File: src/rtl/char_lcd_4bit_write_sequencer_assert.svh
// assertion macros for the rtl
`ifndef CHAR_LCD_4BIT_WRITE_SEQUENCER_ASSERT_SVH
`define CHAR_LCD_4BIT_WRITE_SEQUENCER_ASSERT_SVH

// clocked on clk_i, off while rst_ni is low
`define CLCD_ASSERT(lbl, prop, msg) \
  lbl: assert property (@(posedge clk_i) disable iff (!rst_ni) prop) else $error(msg);

// clocked on clk_i, checked during reset as well
`define CLCD_ASSERT_ALWAYS(lbl, prop, msg) \
  lbl: assert property (@(posedge clk_i) prop) else $error(msg);

`endif

File: src/rtl/clcd_pkg.sv
`default_nettype none

package clcd_pkg;

  typedef enum logic [2:0] {
    FUNC_CHAR  = 3'd0,
    FUNC_CMD   = 3'd1,
    FUNC_INIT  = 3'd2,
    FUNC_CLEAR = 3'd3,
    FUNC_GOTO  = 3'd4
  } func_e;

  localparam int unsigned IDX_W = 4;
  localparam int unsigned WAIT_W = 14;

  localparam logic [1:0] PH_SETUP = 2'd0;
  localparam logic [1:0] PH_HIGH  = 2'd1;
  localparam logic [1:0] PH_HOLD  = 2'd2;

  localparam logic [IDX_W-1:0] INIT_CMD_IDX  = 4'd4;
  localparam logic [IDX_W-1:0] INIT_LAST_IDX = 4'd11;
  localparam logic [IDX_W-1:0] CLEAR_LAST_IDX = 4'd3;

  localparam logic [WAIT_W-1:0] W_STROBE     = 14'd6;
  localparam logic [WAIT_W-1:0] W_CHAR_END   = 14'd40;
  localparam logic [WAIT_W-1:0] W_CMD_END    = 14'd46;
  localparam logic [WAIT_W-1:0] W_POWER_UP   = 14'd15000;
  localparam logic [WAIT_W-1:0] W_INIT_FIRST = 14'd5006;
  localparam logic [WAIT_W-1:0] W_INIT_NIB   = 14'd166;
  localparam logic [WAIT_W-1:0] W_CLEAR_END  = 14'd1646;

  localparam logic [3:0] NIB_WAKE  = 4'h3;
  localparam logic [3:0] NIB_4BIT  = 4'h2;
  localparam logic [3:0] NIB_CLEAR = 4'h1;
  localparam logic [3:0] NIB_HOME  = 4'h2;

  localparam logic [7:0] DDRAM_SET = 8'h80;
  localparam logic [7:0] LINE2_OFS = 8'h3F;
  localparam logic [7:0] LINE3_OFS = 8'h13;
  localparam logic [7:0] LINE4_OFS = 8'h53;

  typedef struct packed {
    logic             load;
    logic             emit;
    logic             prefix;
    logic [IDX_W-1:0] idx;
    logic [1:0]       phase;
  } ctl_cmd_t;

  typedef struct packed {
    logic req_ok;
    logic req_init;
    logic nib_last;
    logic out_free;
  } ctl_sts_t;

  function automatic logic [7:0] init_cmd(input logic [1:0] sel);
    logic [7:0] c;
    unique case (sel)
      2'd0:    c = 8'h06;
      2'd1:    c = 8'h0C;
      2'd2:    c = 8'h14;
      default: c = 8'h28;
    endcase
    return c;
  endfunction

endpackage

`default_nettype wire

File: src/rtl/clcd_datapath.sv
`default_nettype none

module clcd_datapath import clcd_pkg::*; (
  input  wire logic                clk_i,
  input  wire logic                rst_ni,
  input  wire logic [2:0]          func_i,
  input  wire logic [7:0]          value_i,
  input  wire logic [3:0]          line_i,
  input  wire logic [4:0]          column_i,
  input  wire ctl_cmd_t            cmd_i,
  output ctl_sts_t                 sts_o,
  output logic                     out_valid_o,
  input  wire logic                out_stall_i,
  output logic [7:0]               port_value_o,
  output logic [WAIT_W-1:0]        wait_us_o,
  output logic                     last_o
);

  func_e             func_q;
  logic [7:0]        byte_q;
  logic              out_valid_q;
  logic [7:0]        port_q;
  logic [WAIT_W-1:0] wait_q;
  logic              last_q;

  logic              line_ok;
  logic              col_ok;
  logic              req_ok;
  logic              req_init;
  logic [7:0]        goto_addr;
  logic [7:0]        col8;
  logic [3:0]        nib;
  logic              rs;
  logic [WAIT_W-1:0] w_hold;
  logic              nib_last;
  logic [IDX_W-1:0]  init_ofs;
  logic [7:0]        init_byte;
  logic [7:0]        port_d;
  logic [WAIT_W-1:0] wait_d;
  logic              last_d;

  // request check and goto address
  assign col8    = {3'b000, column_i};
  assign line_ok = (line_i >= 4'd1) && (line_i <= 4'd4);
  assign col_ok  = (column_i >= 5'd1) && (column_i <= 5'd20);

  always_comb begin
    unique case (line_i)
      4'd1:    goto_addr = col8 - 8'd1;
      4'd2:    goto_addr = LINE2_OFS + col8;
      4'd3:    goto_addr = LINE3_OFS + col8;
      default: goto_addr = LINE4_OFS + col8;
    endcase
  end

  always_comb begin
    req_init = 1'b0;
    unique case (func_i) inside
      FUNC_CHAR, FUNC_CMD, FUNC_CLEAR: req_ok = 1'b1;
      FUNC_INIT: begin
        req_ok   = 1'b1;
        req_init = 1'b1;
      end
      FUNC_GOTO: req_ok = line_ok && col_ok;
      default:   req_ok = 1'b0;
    endcase
  end

  always_ff @(posedge clk_i) begin
    if (cmd_i.load) begin
      func_q <= func_e'(func_i);
      byte_q <= (func_i == FUNC_GOTO) ? (goto_addr + DDRAM_SET) : value_i;
    end
  end

  // nibble selection per request type
  assign init_ofs  = cmd_i.idx - INIT_CMD_IDX;
  assign init_byte = init_cmd(init_ofs[2:1]);

  always_comb begin
    nib      = 4'h0;
    rs       = 1'b0;
    w_hold   = W_STROBE;
    nib_last = 1'b0;
    unique case (func_q) inside
      FUNC_CHAR: begin
        rs       = 1'b1;
        nib      = cmd_i.idx[0] ? byte_q[3:0] : byte_q[7:4];
        w_hold   = cmd_i.idx[0] ? W_CHAR_END : W_STROBE;
        nib_last = cmd_i.idx[0];
      end
      FUNC_CMD, FUNC_GOTO: begin
        nib      = cmd_i.idx[0] ? byte_q[3:0] : byte_q[7:4];
        w_hold   = cmd_i.idx[0] ? W_CMD_END : W_STROBE;
        nib_last = cmd_i.idx[0];
      end
      FUNC_INIT: begin
        if (cmd_i.idx < INIT_CMD_IDX) begin
          nib    = (cmd_i.idx[1:0] == 2'd3) ? NIB_4BIT : NIB_WAKE;
          w_hold = (cmd_i.idx[1:0] == 2'd0) ? W_INIT_FIRST : W_INIT_NIB;
        end else begin
          nib    = cmd_i.idx[0] ? init_byte[3:0] : init_byte[7:4];
          w_hold = cmd_i.idx[0] ? W_CMD_END : W_STROBE;
        end
        nib_last = (cmd_i.idx == INIT_LAST_IDX);
      end
      FUNC_CLEAR: begin
        nib      = cmd_i.idx[0] ? (cmd_i.idx[1] ? NIB_HOME : NIB_CLEAR) : 4'h0;
        w_hold   = cmd_i.idx[0] ? W_CLEAR_END : W_STROBE;
        nib_last = (cmd_i.idx == CLEAR_LAST_IDX);
      end
      default: nib_last = 1'b1;
    endcase
  end

  always_comb begin
    if (cmd_i.prefix) begin
      port_d = 8'h00;
      wait_d = W_POWER_UP;
      last_d = 1'b0;
    end else begin
      port_d = {1'b0, (cmd_i.phase == PH_HIGH), rs, 1'b0, nib};
      unique case (cmd_i.phase)
        PH_SETUP: wait_d = '0;
        PH_HIGH:  wait_d = W_STROBE;
        default:  wait_d = w_hold;
      endcase
      last_d = nib_last && (cmd_i.phase == PH_HOLD);
    end
  end

  // output register
  always_ff @(posedge clk_i or negedge rst_ni) begin
    if (!rst_ni) begin
      out_valid_q <= 1'b0;
    end else if (cmd_i.emit) begin
      out_valid_q <= 1'b1;
    end else if (!out_stall_i) begin
      out_valid_q <= 1'b0;
    end
  end

  always_ff @(posedge clk_i) begin
    if (cmd_i.emit) begin
      port_q <= port_d;
      wait_q <= wait_d;
      last_q <= last_d;
    end
  end

  assign sts_o.req_ok   = req_ok;
  assign sts_o.req_init = req_init;
  assign sts_o.nib_last = nib_last;
  assign sts_o.out_free = !out_valid_q || !out_stall_i;
  assign out_valid_o    = out_valid_q;
  assign port_value_o   = port_q;
  assign wait_us_o      = wait_q;
  assign last_o         = last_q;

endmodule

`default_nettype wire

File: src/rtl/clcd_ctrl.sv
`default_nettype none

`include "char_lcd_4bit_write_sequencer_assert.svh"

module clcd_ctrl import clcd_pkg::*; (
  input  wire logic     clk_i,
  input  wire logic     rst_ni,
  input  wire logic     in_valid_i,
  output logic          in_stall_o,
  output ctl_cmd_t      cmd_o,
  input  wire ctl_sts_t sts_i
);

  typedef enum logic [2:0] {
    ST_IDLE   = 3'b001,
    ST_PREFIX = 3'b010,
    ST_RUN    = 3'b100
  } state_e;

  state_e           state_q, state_d;
  logic [IDX_W-1:0] idx_q, idx_d;
  logic [1:0]       phase_q, phase_d;

  always_comb begin
    state_d      = state_q;
    idx_d        = idx_q;
    phase_d      = phase_q;
    cmd_o.load   = 1'b0;
    cmd_o.emit   = 1'b0;
    cmd_o.prefix = (state_q == ST_PREFIX);
    cmd_o.idx    = idx_q;
    cmd_o.phase  = phase_q;
    unique case (state_q)
      ST_IDLE: begin
        if (in_valid_i) begin
          cmd_o.load = 1'b1;
          if (sts_i.req_ok) begin
            state_d = sts_i.req_init ? ST_PREFIX : ST_RUN;
            idx_d   = '0;
            phase_d = PH_SETUP;
          end
        end
      end
      ST_PREFIX: begin
        if (sts_i.out_free) begin
          cmd_o.emit = 1'b1;
          state_d    = ST_RUN;
        end
      end
      ST_RUN: begin
        if (sts_i.out_free) begin
          cmd_o.emit = 1'b1;
          if (phase_q == PH_HOLD) begin
            phase_d = PH_SETUP;
            if (sts_i.nib_last) begin
              state_d = ST_IDLE;
            end else begin
              idx_d = idx_q + 1'b1;
            end
          end else begin
            phase_d = phase_q + 1'b1;
          end
        end
      end
      default: state_d = ST_IDLE;
    endcase
  end

  always_ff @(posedge clk_i or negedge rst_ni) begin
    if (!rst_ni) begin
      state_q <= ST_IDLE;
      idx_q   <= '0;
      phase_q <= PH_SETUP;
    end else begin
      state_q <= state_d;
      idx_q   <= idx_d;
      phase_q <= phase_d;
    end
  end

  assign in_stall_o = (state_q != ST_IDLE);

  `CLCD_ASSERT(a_phase_range, phase_q != 2'd3, "nibble phase out of range")
  `CLCD_ASSERT(a_idx_range, idx_q <= INIT_LAST_IDX, "nibble index past end of longest run")
  `CLCD_ASSERT(a_run_ends,
      (state_q == ST_RUN && phase_q == PH_HOLD && sts_i.nib_last && sts_i.out_free)
      |=> state_q == ST_IDLE, "run did not end after last write")
  `CLCD_ASSERT(a_prefix_to_run,
      (state_q == ST_PREFIX && sts_i.out_free)
      |=> (state_q == ST_RUN && idx_q == '0 && phase_q == PH_SETUP),
      "power-up prefix not followed by first nibble")

endmodule

`default_nettype wire

File: src/rtl/char_lcd_4bit_write_sequencer.sv
`default_nettype none

// Character LCD write sequencer for a 4-bit parallel character panel driven through an 8-bit
// port byte (bit 6 E, bit 5 RS, bits 3-0 data nibble). Each accepted request expands
// into a run of port writes, each with the microseconds to wait before the next write,
// and last marks the final write of the run: 6 writes for a character, a command or a
// goto, 12 for clear and home, 37 for the power-up sequence, none for an out-of-range
// goto or an unused func code. The controller steps through the run one write per
// cycle into a single output register while the output side does not stall;
// the next request is taken once the final write of the current run has been
// loaded into that register.

module char_lcd_4bit_write_sequencer import clcd_pkg::*; (
  input  wire logic              clk_i,
  input  wire logic              rst_ni,
  input  wire logic              in_valid_i,
  output logic                   in_stall_o,
  input  wire logic [2:0]        func_i,
  input  wire logic [7:0]        value_i,
  input  wire logic [3:0]        line_i,
  input  wire logic [4:0]        column_i,
  output logic                   out_valid_o,
  input  wire logic              out_stall_i,
  output logic [7:0]             port_value_o,
  output logic [WAIT_W-1:0]      wait_us_o,
  output logic                   last_o
);

  ctl_cmd_t cmd;
  ctl_sts_t sts;

  clcd_ctrl u_ctrl (
    .clk_i      (clk_i),
    .rst_ni     (rst_ni),
    .in_valid_i (in_valid_i),
    .in_stall_o (in_stall_o),
    .cmd_o      (cmd),
    .sts_i      (sts)
  );

  clcd_datapath u_datapath (
    .clk_i        (clk_i),
    .rst_ni       (rst_ni),
    .func_i       (func_i),
    .value_i      (value_i),
    .line_i       (line_i),
    .column_i     (column_i),
    .cmd_i        (cmd),
    .sts_o        (sts),
    .out_valid_o  (out_valid_o),
    .out_stall_i  (out_stall_i),
    .port_value_o (port_value_o),
    .wait_us_o    (wait_us_o),
    .last_o       (last_o)
  );

endmodule

`default_nettype wire

File: config.mk
export PLATFORM = sky130hd
export DESIGN_NAME = char_lcd_4bit_write_sequencer
export DESIGN_NICKNAME = d
export VERILOG_FILES = /design/src/rtl/clcd_pkg.sv /design/src/rtl/clcd_datapath.sv /design/src/rtl/clcd_ctrl.sv /design/src/rtl/char_lcd_4bit_write_sequencer.sv
export VERILOG_INCLUDE_DIRS = /design/src /design/src/rtl
export SDC_FILE = /design/constraint.sdc
export NUM_CORES = 1
export LEC_CHECK = 0
export CAP_MARGIN = 0
export CORE_ASPECT_RATIO = 1.25
export CORE_MARGIN = 2
export CORE_UTILIZATION = 30
export DETAILED_ROUTE_END_ITERATION = 10
export DONT_BUFFER_PORTS = 1
export PLACE_DENSITY_LB_ADDON = 0.25
export RECOVER_POWER = 25
export SYNTH_ARGS = -nofsm -noshare
export SYNTH_HDL_FRONTEND = slang
export SYNTH_SLANG_ARGS = --single-unit
File: constraint.sdc
create_clock -name clk_i -period 2.7 [get_ports clk_i]
set_input_delay 0.54 -clock clk_i [delete_from_list [all_inputs] [get_ports clk_i]]
set_output_delay 0.54 -clock clk_i [all_outputs]
set_load 0.01 [all_outputs]
==> impl_metrics.json, run 1 <==
{
  "start_util_pct": 30.5,
  "muxShareOfSynthArea_pct": 2.24,
  "coreArea_um2": 7310,
  "detail_route.vias_per_cell": 5.18,
  "avgRoutedWirePerCell_um": 14.6,
  "finClkSkew_ps": 4.60,
  "cp.arrival_ps": 2230,
  "synth_cells": 227,
  "synth_xor_area_share_pct": 2.36,
  "slowest_delay_ps": 610,
  "yosysWarnings": 0,
  "finalSetupTns_ps": 0,
  "cts_tree": "done",
  "drcViolationCount": 0,
  "synth_compound_area_share_pct": 17.8,
  "layout_commonest_cell": "edfxtp_1",
  "fmax_mhz": 486,
  "dr_total_vias": 1633,
  "n_antenna_cell": 0,
  "synth-seq-cells": 37,
  "timing.hold.ws_ps": 86.0,
  "dieHeight_um": 100,
  "hold_viol": 0,
  "crit_path_end_kind": "flop",
  "powerDensity_nw_per_um2": 729,
  "grt_pass1_vias": 1648,
  "hpwlAfterDp_mm": 3.42,
  "h-tree-depth": 2,
  "p_leak_nw": 0.879,
  "cts_buffers": 5,
  "dr.pass1.iters": 4,
  "setup_viol": 0,
  "grt_setup_unrepaired": "false",
  "ios": 49,
  "worst_pin_slew_ps": 507,
  "port-buffer-count": 0,
  "grtUsageTotal_pct": 12.5,
  "synth_top_family_by_area": "simple AND/OR/NAND/NOR gates",
  "gr-total-overflow": 0,
  "drt-initial-drc-count": 124,
  "cts_sinks": 37,
  "drt-total-wl_mm": 4.61,
  "rows": 35,
  "area_growth_pct": 6.00,
  "start_kind": "flop",
  "clockRootBuffer": "clkbuf_8",
  "die-area_um2": 8150,
  "drive_above_1_share_pct": 7.17,
  "cp_slowest_cell": "edfxtp_1",
  "yosysUniqueCellTypes": 56,
  "ir_drop_uv": 209,
  "status": "completed",
  "clock_latency_ps": 290,
  "fin_crit_sh_pct": 76.2,
  "cts_resized": 0,
  "async_flop_share_pct": 27.0,
  "fin_crit_ps": 2060,
  "slew_viol_final": 0,
  "grt_pass1_wl_mm": 7.82,
  "required_ps": 2880,
  "ys_seq_area_share_pct": 47.6,
  "reg2reg_to": "u_ctrl.idx_q[3]",
  "die_w_um": 81.1,
  "ant_nets": 0,
  "mostFrequentLayoutCells": "27 x edfxtp_1, 25 x nor2_1, 22 x nand2_1, 13 x o21ai_0, 12 x a21oi_1",
  "grt_max_degree": 17,
  "crit_chain": "xor2_1 -> a311o_1 -> nand2b_4 -> or2_0 -> a221o_1",
  "antenna_found_initial": 0,
  "relSlewSlack_pct": 66.2,
  "synth-adder-area-share_pct": 3.37,
  "gp_congestion": 0.813,
  "crit_fanout": 13,
  "fin_nets": 252,
  "clkTransAtPathRegs_ps": 70,
  "ff2ff_path_depth": 5,
  "rrSetupSlack_ps": 640,
  "cts_max_path_buffers": 2,
  "power_mw": 1.72,
  "r2r-start": "u_datapath.func_q[0]",
  "yosys_most_used_dff": "edfxtp_1",
  "synth-simple-area-share_pct": 20.6,
  "synth-edff-count": 27,
  "hold_path_class": "primary input to asynchronous set/reset pin",
  "synth_area_per_cell_um2": 9.83,
  "maxCapViolCount": 0,
  "syn_area_um2": 2230,
  "timing_worst_setup_path_type": "flop to flop"
}
logic make-up after synthesis:
family,Yosys count
fa+ha+maj,6
other cells,1
flops,37
compound gates,57
buf+inv,24
xor+xnor,6
mux,5
simple gates,91
power breakdown:
group | internal [mW] | leakage [nW] | switching [mW] | total (mW)
Sequential | 0.764 | 0.384 | 0.121 | 0.885
Clock | 0.208 | 0.0455 | 0.190 | 0.398
Combinational | 0.179 | 0.449 | 0.263 | 0.442
Total | 1.15 | 0.879 | 0.574 | 1.72
repair_timing:
item                      CTS  global route
setup buffers               0             0
hold buffers                1             0
hold endpoints to repair    9             0
worst max-delay path by stage:
stage / start / to / slack (ps)
2_1_floorplan: u_ctrl.state_q[2] / u_datapath.last_o / 240
3_3_place_gp: column_i[0] / u_ctrl.idx_q[3] / 590
3_5_place_dp: column_i[1] / u_ctrl.idx_q[3] / 540
4_1_cts: u_ctrl.idx_q[1] / u_ctrl.idx_q[3] / 650
5_1_grt: u_ctrl.idx_q[1] / u_ctrl.idx_q[3] / 540
6_report: u_datapath.func_q[0] / u_ctrl.idx_q[3] / 640
through the flow:
| stage | setup slack (ps) | instances | util, % | instance area [um2] |
|---|---|---|---|---|
| finish | 642 | 315 | 32.3 | 2360 |
| global placement | 591 | 306 | 31.0 | 2260 |
| global route | 535 | 315 | 32.3 | 2360 |
| floorplan | 241 | 229 | - | 2240 |
| detailed placement | 537 | 306 | 31.0 | 2260 |
| CTS | 647 | 315 | 32.3 | 2360 |
critical path: cells and delay by family (launching register included):
family	cells	cell delay, ps
flops	1	610
xor+xnor	1	240
simple gates	2	380
compound gates	2	710
flip-flops by register name, indices dropped and copies added (netlist names):
name                     count
u_datapath.port_value_o      6
u_datapath.last_o            1
u_datapath.wait_us_o         9
u_datapath.out_valid_o       1
u_datapath.byte_q            8
u_ctrl.state_q               3
u_ctrl.phase_q               2
u_datapath.func_q            3
u_ctrl.idx_q                 4
cell usage after synthesis (3+ instances only):
cell type / instances / share of area, %
dfrtp_1: 9 / 10
o21ai_0: 13 / 2.9
o32a_1: 3 / 1.3
edfxtp_1: 27 / 36
nand3_1: 4 / 0.90
nor2b_1: 4 / 1.1
nand2_1: 22 / 3.7
a21oi_1: 12 / 2.7
nor4_1: 3 / 0.84
mux2i_1: 5 / 2.2
xor2_1: 5 / 2.0
buf_2: 5 / 1.1
nand2b_1: 5 / 1.4
buf_4: 7 / 2.4
and3_1: 4 / 1.1
nor2_1: 25 / 4.2
nor3_1: 7 / 1.6
a31oi_1: 6 / 1.7
ha_1: 6 / 3.4
and2_1: 4 / 1.1
clkbuf_1: 4 / 0.67
inv_1: 6 / 1.0
routing by layer:
metal	global-route usage (%)	wire length, um
met4	5.48	104
met5	0	0
met2	19.8	2190
met1	15.9	2090
met3	3.33	224
layout make-up:
class | count | area, um2
fill | 768 | 4950
sequential | 37 | 1060
multi-input combinational | 168 | 1050
tap | 92 | 115
clock buffer | 8 | 90.1
inverter | 7 | 26.3
timing repair buffer | 3 | 25.0
Note: power is estimated with default switching activity, not from simulation.
==> inputs of run 2 (changes only) <==
==> constraint.sdc (replaced) <==
create_clock -name clk_i -period 1.75 [get_ports clk_i]
set_input_delay 0.35 -clock clk_i [delete_from_list [all_inputs] [get_ports clk_i]]
set_output_delay 0.35 -clock clk_i [all_outputs]
set_load 0.01 [all_outputs]
==> impl_metrics.json, run 2 (same netlist as run 1, synthesis figures left out) <==
{
  "status": "finished with violations",
  "pre_cts_ws_ps": -160,
  "cp_slowest_cell": "dfrtp_2",
  "crit_fanout": 4,
  "clockRootBuffer": "clkbuf_8",
  "hpwlAfterDp_mm": 3.81,
  "cts_sinks": 37,
  "drt-initial-drc-count": 101,
  "final_cells": 335,
  "gr-total-overflow": 0,
  "timing_worst_setup_path_type": "flop to flop",
  "clkTransAtPathRegs_ps": 70,
  "detail_route.vias_per_cell": 5.11,
  "grt_pass1_vias": 1761,
  "drcViolationCount": 0,
  "n_antenna_cell": 0,
  "dieHeight_um": 100,
  "ant_nets": 0,
  "crit_chain": "ha_4 -> nor2b_4 -> a311o_1 -> nand2b_4 -> or2_0 -> a221o_1",
  "die_w_um": 81.1,
  "cp_top_family": "compound AO/OA/AOI/OAI gates",
  "ios": 49,
  "slowest_delay_ps": 440,
  "dpl_cell_area_um2": 2480,
  "h-tree-depth": 2,
  "hold_path_class": "primary input to flop",
  "violations": "negative setup slack",
  "timing.hold.ws_ps": 157,
  "area_growth_pct": 16.9,
  "dp_cells": 326,
  "dr.pass1.iters": 4,
  "ir_drop_uv": 354,
  "port-buffer-count": 0,
  "rows": 35,
  "path_buf_inv": 0,
  "powerDensity_nw_per_um2": 1080,
  "grt_setup_unrepaired": "true",
  "drive_above_1_share_pct": 21.0,
  "antenna_found_initial": 0,
  "dr_total_vias": 1712,
  "maxCapViolCount": 0,
  "gp_congestion": 0.804,
  "avgRoutedWirePerCell_um": 14.6,
  "die-area_um2": 8150,
  "finClkSkew_ps": 5.02,
  "cts_tree": "done",
  "cts_buffers": 5,
  "fin_crit_ps": 1790,
  "largest_reg_flops": 9,
  "mostFrequentLayoutCells": "27 x edfxtp_1, 23 x nor2_1, 22 x nand2_1, 21 x buf_4, 13 x o21ai_0",
  "cp.arrival_ps": 1960,
  "grt_max_degree": 17,
  "utilization_pct": 35.7,
  "grt_pass1_wl_mm": 8.31,
  "power_mw": 2.81,
  "required_ps": 1920,
  "fin_crit_sh_pct": 103,
  "start_util_pct": 30.5,
  "fin_ws_ps": -44.1,
  "fillers": 720,
  "hold_viol": 0,
  "setup_viol": 1,
  "start_kind": "flop",
  "finalSetupTns_ps": -44.1,
  "layout_commonest_cell": "edfxtp_1",
  "slew_viol_final": 0,
  "grtUsageTotal_pct": 13.1,
  "fmax_mhz": 557,
  "crit_path_end_kind": "flop",
  "cts_max_path_buffers": 2,
  "clock_latency_ps": 290,
  "coreArea_um2": 7310,
  "p_leak_nw": 0.987,
  "drt-total-wl_mm": 4.88,
  "fin_nets": 272,
  "fin_area_um2": 2610
}
## run 2: changes by cell type in the layout (fill, tap and decap cells not counted), moves of 2 or more
cell,previous run,this run
ha_4,0,2
clkbuf_1,2,0
a21oi_1,12,10
nor2_1,25,23
ha_1,6,4
buf_4,2,21
## run 2: worst paths after layout
kind,start,end,slack (ps),cells past startpoint
setup / recovery,u_ctrl.idx_q[0],u_ctrl.idx_q[3],-40,6
hold / removal,func_i[0],u_datapath.func_q[0],160,0
setup reg to reg,u_ctrl.idx_q[0],u_ctrl.idx_q[3],-40,6
hold reg to reg,u_ctrl.phase_q[0],u_ctrl.phase_q[0],550,1
max in group asynchronous,rst_ni,u_ctrl.idx_q[0],940,1
min in group asynchronous,rst_ni,u_datapath.out_valid_o,460,1
## run 2: repair_timing
item | in CTS | in global routing
pin swaps | 4 | 1
endpoints found under the hold margin | 10 | 0
setup endpoints to repair | 4 | 10
gates resized for setup | 0 | 8
hold buffers | 1 | 0
buffers inserted | 1 | 0
## run 2: where the power goes
| group | internal, mW | leakage [nW] | switching (mW) | total [mW] |
|---|---|---|---|---|
| registers | 1.18 | 0.383 | 0.157 | 1.34 |
| logic | 0.387 | 0.556 | 0.485 | 0.872 |
| clock network | 0.312 | 0.0486 | 0.290 | 0.602 |
| total | 1.88 | 0.987 | 0.933 | 2.81 |
## run 2: final cells by class
cell class	count	area [um2]	area share, %
Multi-Input combinational cell	168	1120	43.0
Sequential cell	37	1060	40.8
Timing Repair Buffer	23	188	7.19
Tap cell	92	115	4.41
Clock buffer	6	82.6	3.17
Inverter	7	28.8	1.10
Clock inverter	2	8.76	0.336
## run 2: metal layers
| layer | GRT usage, % | part of all wire (%) |
|---|---|---|
| met5 | 0 | 0 |
| met4 | 4.95 | 1.7 |
| met3 | 3.15 | 4.0 |
| met2 | 22.2 | 50 |
| met1 | 15.9 | 44 |
==> inputs of run 3 (changes only) <==
--- a/config.mk
+++ b/config.mk
@@ -8,7 +8,6 @@
 export LEC_CHECK = 0
 export CAP_MARGIN = 0
 export CORE_ASPECT_RATIO = 1.25
-export CORE_MARGIN = 2
 export CORE_UTILIZATION = 30
 export DETAILED_ROUTE_END_ITERATION = 10
 export DONT_BUFFER_PORTS = 1
==> constraint.sdc (replaced) <==
create_clock -name clk_i -period 2.03 [get_ports clk_i]
set_input_delay 0.406 -clock clk_i [delete_from_list [all_inputs] [get_ports clk_i]]
set_output_delay 0.406 -clock clk_i [all_outputs]
set_load 0.01 [all_outputs]
==> impl_metrics.json, run 3 (same netlist as run 1, synthesis figures left out) <==
{
  "hold_depth": 0,
  "n_antenna_cell": 0,
  "fin_crit_sh_pct": 93.9,
  "fin_nets": 263,
  "required_ps": 2200,
  "cts_buffers": 5,
  "dieHeight_um": 98.4,
  "grtUsageTotal_pct": 12.6,
  "crit_path_end_kind": "flop",
  "setup_viol": 0,
  "multi_input_area_um2": 1060,
  "slew_viol_final": 0,
  "area_growth_pct": 10.7,
  "utilization_pct": 35.0,
  "finClkSkew_ps": 4.51,
  "dr.pass1.iters": 4,
  "status": "completed",
  "cp_top_family": "compound AO/OA/AOI/OAI gates",
  "dr_total_vias": 1675,
  "maxCapViolCount": 0,
  "rrSetupSlack_ps": 120,
  "drcViolationCount": 0,
  "ant_nets": 0,
  "pre_cts_ws_ps": 81.2,
  "min_from": "func_i[0]",
  "fin_crit_ps": 1910,
  "clockRootBuffer": "clkbuf_8",
  "grt_pass1_vias": 1612,
  "rows": 34,
  "cp_slowest_cell": "dfrtp_1",
  "path_buf_inv": 0,
  "largest_reg_flops": 9,
  "crit_chain": "ha_1 -> nor2b_1 -> a311o_1 -> nand2b_4 -> or2_0 -> a221o_1",
  "hold_viol": 0,
  "cts_max_path_buffers": 2,
  "cts_tree": "done",
  "drive_above_1_share_pct": 12.4,
  "powerDensity_nw_per_um2": 949,
  "detail_route.vias_per_cell": 5.17,
  "clkTransAtPathRegs_ps": 70,
  "ir_drop_uv": 298,
  "start_util_pct": 31.6,
  "layout_commonest_cell": "edfxtp_1",
  "avgRoutedWirePerCell_um": 14.3,
  "drt-total-wl_mm": 4.62,
  "h-tree-depth": 2,
  "min_to": "u_datapath.func_q[0]",
  "reg2reg_to": "u_ctrl.idx_q[3]",
  "grt_max_degree": 17,
  "cts_sinks": 37,
  "start_kind": "flop",
  "ios": 49,
  "gp_congestion": 0.778,
  "fillers": 749,
  "die-area_um2": 7790,
  "drt-initial-drc-count": 109,
  "cts_resized": 0,
  "slowest_delay_ps": 400,
  "die_w_um": 79.1,
  "p_leak_nw": 0.943,
  "fmax_mhz": 525,
  "r2r-start": "u_ctrl.idx_q[0]",
  "finalSetupTns_ps": 0,
  "gr-total-overflow": 0,
  "clock_latency_ps": 290,
  "port-buffer-count": 0,
  "crit_fanout": 4,
  "grt_setup_unrepaired": "false",
  "seqCellArea_um2": 1060,
  "coreArea_um2": 7060,
  "mostFrequentLayoutCells": "27 x edfxtp_1, 25 x nor2_1, 22 x nand2_1, 13 x o21ai_0, 12 x buf_4",
  "timing_worst_setup_path_type": "flop to flop",
  "hold_path_class": "primary input to flop",
  "grt_pass1_wl_mm": 7.63,
  "cp.arrival_ps": 2070,
  "worstSetupPathDepth": 6,
  "hpwlAfterDp_mm": 3.54,
  "antenna_found_initial": 0,
  "ff2ff_path_depth": 6,
  "fin_ws_ps": 124
}
==> run 3: cell types whose count changed in the layout (fill, tap and decap cells not counted), sizes merged <==
cell and change:
buf -9
==> run 3: how the worst max path moves through the flow <==
stage | end | from
2_1_floorplan | u_datapath.last_o | u_ctrl.state_q[2]
3_3_place_gp | u_ctrl.idx_q[3] | column_i[0]
3_5_place_dp | u_ctrl.idx_q[3] | column_i[1]
4_1_cts | u_ctrl.idx_q[3] | u_ctrl.idx_q[0]
5_1_grt | u_ctrl.idx_q[3] | u_ctrl.idx_q[0]
6_report | u_ctrl.idx_q[3] | u_ctrl.idx_q[0]
==> run 3: worst reg2reg max path, cell delays in order, from the launching register on <==
cell and delay, ps:
dfrtp_1 400, ha_1 210, nor2b_1 150, a311o_1 360, nand2b_4 160, or2_0 210, a221o_1 300
==> run 3: through the flow <==
step           cells  hold slack (ps)  area (um2)  total power [mW]
6_report         324              210        2470              2.34
5_1_grt          324              194        2470              2.50
4_1_cts          324              198        2470              2.38
3_5_place_dp     315              111        2370              1.83
3_3_place_gp     315              111        2370              1.83
2_1_floorplan    229              110        2250              1.67
==> run 3: per-layer routing <==
metal	global-route usage [%]	vias to the layer above	routed length (um)
met4	4.62	0	72
met1	15.3	775	2070
met3	3.61	6	246
li1	-	835	-
met2	20.8	59	2230
met5	0	-	0
==> run 3: report_power, final <==
part / leakage [nW] / internal, mW / total [mW] / switching [mW]
logic: 0.510 / 0.279 / 0.660 / 0.381
registers: 0.384 / 1.02 / 1.16 / 0.141
clock network: 0.0486 / 0.269 / 0.527 / 0.258
==> run 3: timing repair <==
action,4_1_cts,5_1_grt
hold endpoints to repair,10,0
hold buffers,1,0
setup buffers,0,0
==> run 3: cell type report <==
type | count | area share, %
Multi-Input combinational cell | 168 | 42.8
Sequential cell | 37 | 43.0
Clock buffer | 6 | 3.34
Inverter | 7 | 1.06
Tap cell | 90 | 4.56
Timing Repair Buffer | 14 | 4.86
Clock inverter | 2 | 0.355
